**src/rtl/core/far_pkg.sv**
```systemverilog
// Package for the fraction arithmetic unit: opcodes and sequencer states.
`default_nettype none

package far_pkg;

  typedef enum logic [1:0] {
    OP_ADD = 2'd0,
    OP_SUB = 2'd1,
    OP_MUL = 2'd2,
    OP_DIV = 2'd3
  } op_t;

  typedef enum logic [8:0] {
    S_IDLE  = 9'b000000001,
    S_MUL0  = 9'b000000010,
    S_MUL1  = 9'b000000100,
    S_MUL2  = 9'b000001000,
    S_CHECK = 9'b000010000,
    S_GCD   = 9'b000100000,
    S_DIVN  = 9'b001000000,
    S_DIVD  = 9'b010000000,
    S_DONE  = 9'b100000000
  } state_t;

  localparam logic STATUS_OK      = 1'b0;
  localparam logic STATUS_ZERO_DEN = 1'b1;

endpackage : far_pkg

`default_nettype wire

```
**src/rtl/core/fraction_arith_reduce_unit.sv**
```systemverilog
// Fraction add/sub/mul/div with reduction to lowest terms, one shared subtractor.
//
//   channel | handshake           | payload
//   --------+---------------------+-----------------------------------------
//   in      | in_valid, in_stall  | opcode, a_num, a_den, b_num, b_den
//   out     | out_valid, out_stall| res_num, res_den, status
//
// One item at a time: multiply (S_MUL0..S_MUL2, one shared W x W multiplier), check,
// binary-gcd and 2 * 2*W restoring divide steps, all on one (2W+1)-bit subtractor.
// A zero denominator or zero numerator skips the gcd and divide phases.
// in_stall is high from acceptance until the result item is taken, and in reset.
// rst is synchronous and returns the sequencer to idle; no clearing pass.
`default_nettype none

module fraction_arith_reduce_unit #(
  parameter int OPERAND_WIDTH = 16
) (
  input  wire                              clk,
  input  wire                              rst,
  input  wire                              in_valid,
  output logic                             in_stall,
  input  wire        [1:0]                 opcode,
  input  wire signed [OPERAND_WIDTH-1:0]   a_num,
  input  wire signed [OPERAND_WIDTH-1:0]   a_den,
  input  wire signed [OPERAND_WIDTH-1:0]   b_num,
  input  wire signed [OPERAND_WIDTH-1:0]   b_den,
  output logic                             out_valid,
  input  wire                              out_stall,
  output logic signed [2*OPERAND_WIDTH:0]  res_num,
  output logic       [2*OPERAND_WIDTH-1:0] res_den,
  output logic                             status
);

  localparam int W  = OPERAND_WIDTH;
  localparam int DW = 2 * W;
  localparam int NW = DW + 1;
  localparam int SW = DW + 1;
  localparam int CW = $clog2(DW);

  far_pkg::state_t state;
  far_pkg::op_t    op;

  logic signed [W-1:0]  an, ad, bn, bd;
  logic signed [W-1:0]  mul_a, mul_b;
  logic signed [DW-1:0] prod;
  logic signed [DW-1:0] mul_out;
  logic signed [NW-1:0] n;
  logic                 neg;
  logic [DW-1:0]        nm, dm, x, y, g, quo, rem;
  logic [CW-1:0]        k, cnt;

  logic [SW-1:0]        sub_a, sub_b;
  logic [SW:0]          diff;
  logic                 borrow;
  logic [DW-1:0]        dlow, dneg, q_next;
  logic [NW-1:0]        n_neg;
  logic [DW-1:0]        n_mag, d_mag, d_neg;

  // shared multiplier operand select
  always_comb begin
    case (state)
      far_pkg::S_MUL1: begin
        mul_a = bn;
        mul_b = ad;
      end
      far_pkg::S_MUL2: begin
        mul_a = ad;
        mul_b = (op == far_pkg::OP_DIV) ? bn : bd;
      end
      default: begin
        mul_a = an;
        mul_b = (op == far_pkg::OP_MUL) ? bn : bd;
      end
    endcase
  end

  assign mul_out = DW'(mul_a) * DW'(mul_b);

  // shared subtractor: gcd compare/subtract or divide step
  always_comb begin
    if (state == far_pkg::S_DIVN || state == far_pkg::S_DIVD) begin
      sub_a = {rem, quo[DW-1]};
      sub_b = {1'b0, g};
    end else begin
      sub_a = {1'b0, x};
      sub_b = {1'b0, y};
    end
  end

  assign diff   = {1'b0, sub_a} - {1'b0, sub_b};
  assign borrow = diff[SW];
  assign dlow   = diff[DW-1:0];
  assign dneg   = {DW{1'b0}} - dlow;
  assign q_next = {quo[DW-2:0], ~borrow};

  assign n_neg = {NW{1'b0}} - n;
  assign n_mag = n[NW-1] ? n_neg[DW-1:0] : n[DW-1:0];
  assign d_neg = {DW{1'b0}} - prod;
  assign d_mag = prod[DW-1] ? d_neg : prod;

  assign in_stall  = rst || (state != far_pkg::S_IDLE);
  assign out_valid = (state == far_pkg::S_DONE);

  always_ff @(posedge clk) begin
    if (rst) begin
      state <= far_pkg::S_IDLE;
    end else begin
      case (state)
        far_pkg::S_IDLE: begin
          if (in_valid) begin
            op    <= far_pkg::op_t'(opcode);
            an    <= a_num;
            ad    <= a_den;
            bn    <= b_num;
            bd    <= b_den;
            state <= far_pkg::S_MUL0;
          end
        end
        far_pkg::S_MUL0: begin
          prod  <= mul_out;
          state <= far_pkg::S_MUL1;
        end
        far_pkg::S_MUL1: begin
          n     <= {prod[DW-1], prod};
          prod  <= mul_out;
          state <= far_pkg::S_MUL2;
        end
        far_pkg::S_MUL2: begin
          case (op)
            far_pkg::OP_ADD: n <= n + {prod[DW-1], prod};
            far_pkg::OP_SUB: n <= n - {prod[DW-1], prod};
            default:         n <= n;
          endcase
          prod  <= mul_out;
          state <= far_pkg::S_CHECK;
        end
        far_pkg::S_CHECK: begin
          if (prod == '0) begin
            res_num <= '0;
            res_den <= '0;
            status  <= far_pkg::STATUS_ZERO_DEN;
            state   <= far_pkg::S_DONE;
          end else if (n == '0) begin
            res_num <= '0;
            res_den <= {{(DW-1){1'b0}}, 1'b1};
            status  <= far_pkg::STATUS_OK;
            state   <= far_pkg::S_DONE;
          end else begin
            neg   <= n[NW-1] ^ prod[DW-1];
            nm    <= n_mag;
            dm    <= d_mag;
            x     <= n_mag;
            y     <= d_mag;
            k     <= '0;
            state <= far_pkg::S_GCD;
          end
        end
        far_pkg::S_GCD: begin
          if (diff == '0) begin
            g     <= x << k;
            quo   <= nm;
            rem   <= '0;
            cnt   <= '0;
            state <= far_pkg::S_DIVN;
          end else if (!x[0] && !y[0]) begin
            x <= x >> 1;
            y <= y >> 1;
            k <= k + 1'b1;
          end else if (!x[0]) begin
            x <= x >> 1;
          end else if (!y[0]) begin
            y <= y >> 1;
          end else if (borrow) begin
            y <= dneg >> 1;
          end else begin
            x <= dlow >> 1;
          end
        end
        far_pkg::S_DIVN: begin
          if (cnt == CW'(DW - 1)) begin
            res_num <= neg ? ({NW{1'b0}} - {1'b0, q_next}) : {1'b0, q_next};
            quo     <= dm;
            rem     <= '0;
            cnt     <= '0;
            state   <= far_pkg::S_DIVD;
          end else begin
            rem <= borrow ? sub_a[DW-1:0] : dlow;
            quo <= q_next;
            cnt <= cnt + 1'b1;
          end
        end
        far_pkg::S_DIVD: begin
          rem <= borrow ? sub_a[DW-1:0] : dlow;
          quo <= q_next;
          cnt <= cnt + 1'b1;
          if (cnt == CW'(DW - 1)) begin
            res_den <= q_next;
            status  <= far_pkg::STATUS_OK;
            state   <= far_pkg::S_DONE;
          end
        end
        far_pkg::S_DONE: begin
          if (!out_stall) begin
            state <= far_pkg::S_IDLE;
          end
        end
        default: begin
          state <= far_pkg::S_IDLE;
        end
      endcase
    end
  end

`ifndef SYNTHESIS
  a_err_zero: assert property (@(posedge clk) disable iff (rst)
    out_valid && status |-> res_num == '0 && res_den == '0)
    else $error("error item carries nonzero fields");

  a_den_pos: assert property (@(posedge clk) disable iff (rst)
    out_valid && !status |-> res_den != '0)
    else $error("ok item with zero denominator");

  a_busy: assert property (@(posedge clk) disable iff (rst)
    out_valid |-> in_stall)
    else $error("input taken while result pending");

  a_start: assert property (@(posedge clk) disable iff (rst)
    in_valid && !in_stall |=> state == far_pkg::S_MUL0)
    else $error("accepted item did not start multiply");

  a_gcd_nz: assert property (@(posedge clk) disable iff (rst)
    state == far_pkg::S_GCD |-> x != '0 && y != '0)
    else $error("gcd operand reached zero");
`endif

endmodule : fraction_arith_reduce_unit

`default_nettype wire
```
**config.mk**
```make
export PLATFORM = sky130hd
export DESIGN_NAME = fraction_arith_reduce_unit
export DESIGN_NICKNAME = d
export VERILOG_FILES = /design/src/rtl/core/far_pkg.sv /design/src/rtl/core/fraction_arith_reduce_unit.sv
export SDC_FILE = /design/constraint.sdc
export NUM_CORES = 2
export LEC_CHECK = 0
export ABC_AREA = 1
export BUFFER_PORTS_ARGS = -buffer_cell sky130_fd_sc_hd__buf_2
export CAP_MARGIN = 20
export CORE_MARGIN = 1.5
export CORE_UTILIZATION = 60
export CTS_CLUSTER_DIAMETER = 100
export CTS_CLUSTER_SIZE = 20
export DETAILED_ROUTE_END_ITERATION = 12
export PLACE_DENSITY = 0.78
export SETUP_SLACK_MARGIN = 0.3
export SKIP_LAST_GASP = 1
export SLEW_MARGIN = 20
export SYNTH_ARGS = -nofsm -noshare
export SYNTH_HDL_FRONTEND = slang
export SYNTH_SLANG_ARGS = --single-unit
```
**constraint.sdc**
```tcl
create_clock -name clk -period 7.6 [get_ports clk]
set_clock_uncertainty 0.15 [all_clocks]
set_input_delay 1.14 -clock clk [delete_from_list [all_inputs] [get_ports clk]]
set_output_delay 1.14 -clock clk [all_outputs]
set_load 0.02 [all_outputs]
```
==> results.json <==
{
  "status": "finished, final reports clean",
  "port_buffers": 137,
  "crit_top_cell": "inv_1",
  "n_fill_cell": 5263,
  "min_to": "nm[0]$_DFFE_PP_",
  "cts.sinks": 441,
  "via_per_inst": 5.90,
  "tightestPinTransition_ps": 1280,
  "cts_max_path_buffers": 3,
  "min_period_ps": 7160,
  "place_congestion": 1.05,
  "cts_hold_buf": 0,
  "synth_async_sr_flop_share_pct": 0,
  "drt_iter0_markers": 4141,
  "holdPathStages": 0,
  "drive_gt1_share_pct": 13.0,
  "routedWlPerCell_um": 21.8,
  "syn_to_final_growth_pct": 9.43,
  "ys_types": 73,
  "regToRegEndpoint": "prod[30]$_DFFE_PP_",
  "rrSetupSlack_ps": 440,
  "finalSetupTns_ps": 0,
  "max_cap_violations": 0,
  "arrival_ps": 7470,
  "pin_count": 138,
  "ys_seq_elements": 441,
  "dieArea_um2": 66000,
  "dpl.hpwl_um": 99600,
  "clock_latency_ps": 650,
  "avgSynthCellArea_um2": 8.33,
  "use_met1_pct": 47.2,
  "top_usage_layer": "met2",
  "rsz0062_at_grt": "yes",
  "crit_fanout": 6,
  "use_met2_pct": 62.5,
  "num_vias": 33400,
  "worstPathRequired_ps": 7900,
  "synth_edf_count": 432,
  "crit_path_end_kind": "flip-flop",
  "maxSlewHeadroom_pct": 14.0,
  "die_w_um": 257,
  "grt_pass1_vias": 32500,
  "coreArea_um2": 63400,
  "synth_warnings": 0,
  "drtPass1Iterations": 7,
  "ff2ff_path_depth": 31,
  "slowest_stage": "fa_1",
  "drc": 0,
  "layout_worst_path_cycle_share_pct": 94.3,
  "hp-class": "flip-flop to flip-flop",
  "mappedNetlistArea_um2": 38700,
  "max_freq_mhz": 140,
  "hp-start": "n[0]$_DFFE_PP_",
  "cts_made_buffers": 28,
  "use_met3_pct": 5.98,
  "rows": 92,
  "crit_path_start_kind": "flip-flop",
  "grt_overflow_total": 0,
  "ant_nets": 0,
  "antenna_found_initial": 1,
  "syn-num-nets": 5135,
  "h-tree-depth": 1,
  "cts_tree": "done",
  "critPathKind": "flip-flop to flip-flop",
  "start_util_pct": 61.0,
  "seq_area_frac_synth_pct": 34.0,
  "wl_um": 123000,
  "grt_pass1_wl_um": 187000,
  "die_h_um": 257,
  "clk_pin_slew_ps": 90,
  "finalSetupViolCount": 0,
  "grt_max_degree": 90,
  "r2r-start": "state[5]$_SDFFE_PP0P_",
  "clockRootBuffer": "clkbuf_16",
  "ys.flop_type": "edfxtp_1",
  "syn_inst": 4647,
  "hold_viol_final": 0,
  "nets": 5281,
  "critPathMaxStageDelay_ps": 590,
  "slew_violations": 0,
  "grt_use_total_pct": 37.2
}
## routing by layer
metal | share of wire, % | wire, µm | vias to the layer above
li1 | - | - | 15500
met1 | 38 | 47400 | 15700
met2 | 46 | 57400 | 1771
met3 | 9.2 | 11300 | 401
met4 | 6.0 | 7390 | 0
met5 | 0 | 0 | -
## state kept, by name, summed over array words and instances (netlist names), 16 cells and up
name	count
n	33
res_num	33
dm	32
g	32
nm	32
prod	32
quo	32
rem	32
res_den	32
x	32
y	32
ad	16
an	16
bd	16
bn	16
## Yosys cell counts, types with 30 or more instances
| master | number | area (µm²) |
|---|---|---|
| nand2_1 | 955 | 3580 |
| inv_1 | 754 | 2830 |
| nor2_1 | 517 | 1940 |
| edfxtp_1 | 432 | 13000 |
| o21ai_0 | 331 | 1660 |
| fa_1 | 264 | 5290 |
| a21oi_1 | 223 | 1120 |
| ha_1 | 154 | 1930 |
| nand3_1 | 144 | 721 |
| clkbuf_1 | 99 | 372 |
| xor2_1 | 72 | 631 |
| mux2i_1 | 53 | 531 |
| o221ai_1 | 42 | 368 |
| nand2_2 | 41 | 257 |
| inv_2 | 37 | 139 |
| nand4_1 | 36 | 225 |
| xnor2_1 | 35 | 307 |
| buf_2 | 32 | 160 |
| nor3_1 | 32 | 160 |
| a211oi_1 | 30 | 225 |
## repair_timing
item                                   CTS  global route
endpoints found under the hold margin    0             0
setup endpoints to repair                8            16
cloned                                   0             2
pin swaps                                9            31
gates resized for setup                 21            97
setup buffers                           12            34
## cells by family (layout without fill, tap and decap cells)
kind of cell / Yosys count / count (layout) / share of synthesized area [%]
xor+xnor: 108 / 108 / 2.46
buf+inv: 960 / 1119 / 9.56
other cells: 0 / 1 / 0
fa+ha+maj: 418 / 418 / 18.6
simple gates: 1866 / 1866 / 21.0
mux: 53 / 53 / 1.37
flops: 441 / 441 / 34.0
compound gates: 801 / 801 / 13.0
## how the worst max path moves through the flow
stage	end	slack, ps	from	cells past startpoint
final	prod[30]$_DFFE_PP_	440	state[5]$_SDFFE_PP0P_	31
after detailed placement	prod[28]$_DFFE_PP_	-310	state[5]$_SDFFE_PP0P_	29
after global routing	prod[30]$_DFFE_PP_	210	state[5]$_SDFFE_PP0P_	31
after floorplan	prod[26]$_DFFE_PP_	580	state[5]$_SDFFE_PP0P_	31
after global placement	prod[28]$_DFFE_PP_	-250	state[5]$_SDFFE_PP0P_	29
after CTS	prod[28]$_DFFE_PP_	280	state[5]$_SDFFE_PP0P_	29
## through the flow
stage | utilization, % | instances | hold WS (ps) | setup slack (ps) | instance area (µm²)
CTS | 65.6 | 5614 | 373 | 279 | 41600
global placement | 64.0 | 5559 | 350 | -247 | 40600
global route | 66.8 | 5653 | 401 | 207 | 42300
floorplan | - | 4647 | 301 | 580 | 38700
detailed placement | 64.0 | 5559 | 349 | -312 | 40600
finish | 66.8 | 5653 | 358 | 436 | 42300
## cell usage in the layout (no fill, tap or decap), types with 36 or more instances in the layout
cell type	synthesis	layout
a21oi_1	223	207
buf_2	32	137
buf_4	6	106
edfxtp_1	432	432
fa_1	264	258
ha_1	154	143
inv_1	754	749
inv_2	37	38
mux2i_1	53	53
nand2_1	955	946
nand2_2	41	50
nand3_1	144	144
nand4_1	36	36
nor2_1	517	499
o21ai_0	331	320
o221ai_1	42	41
xor2_1	72	72
## area by class of cell
type | instances | area [µm²] | area share (%)
inverter | 806 | 3050 | 7.20
sequential | 441 | 13200 | 31.1
clock inverter | 9 | 125 | 0.295
antenna | 1 | 2.50 | 0.00591
timing repair buffer | 270 | 1900 | 4.48
multi-input combinational | 3246 | 22300 | 52.7
clock buffer | 34 | 743 | 1.76
tap | 846 | 1060 | 2.50
## worst max-delay path: cells and delay by family (launching register included)
kind	cells	cell delay, ps
compound gates	1	250
xor+xnor	1	180
fa+ha+maj	7	3610
buf+inv	12	1080
flops	1	330
simple gates	10	1390
Power is left out: the tool's default activity adds up to more than one toggle a clock period on the data nets, which glitch-free logic cannot reach.
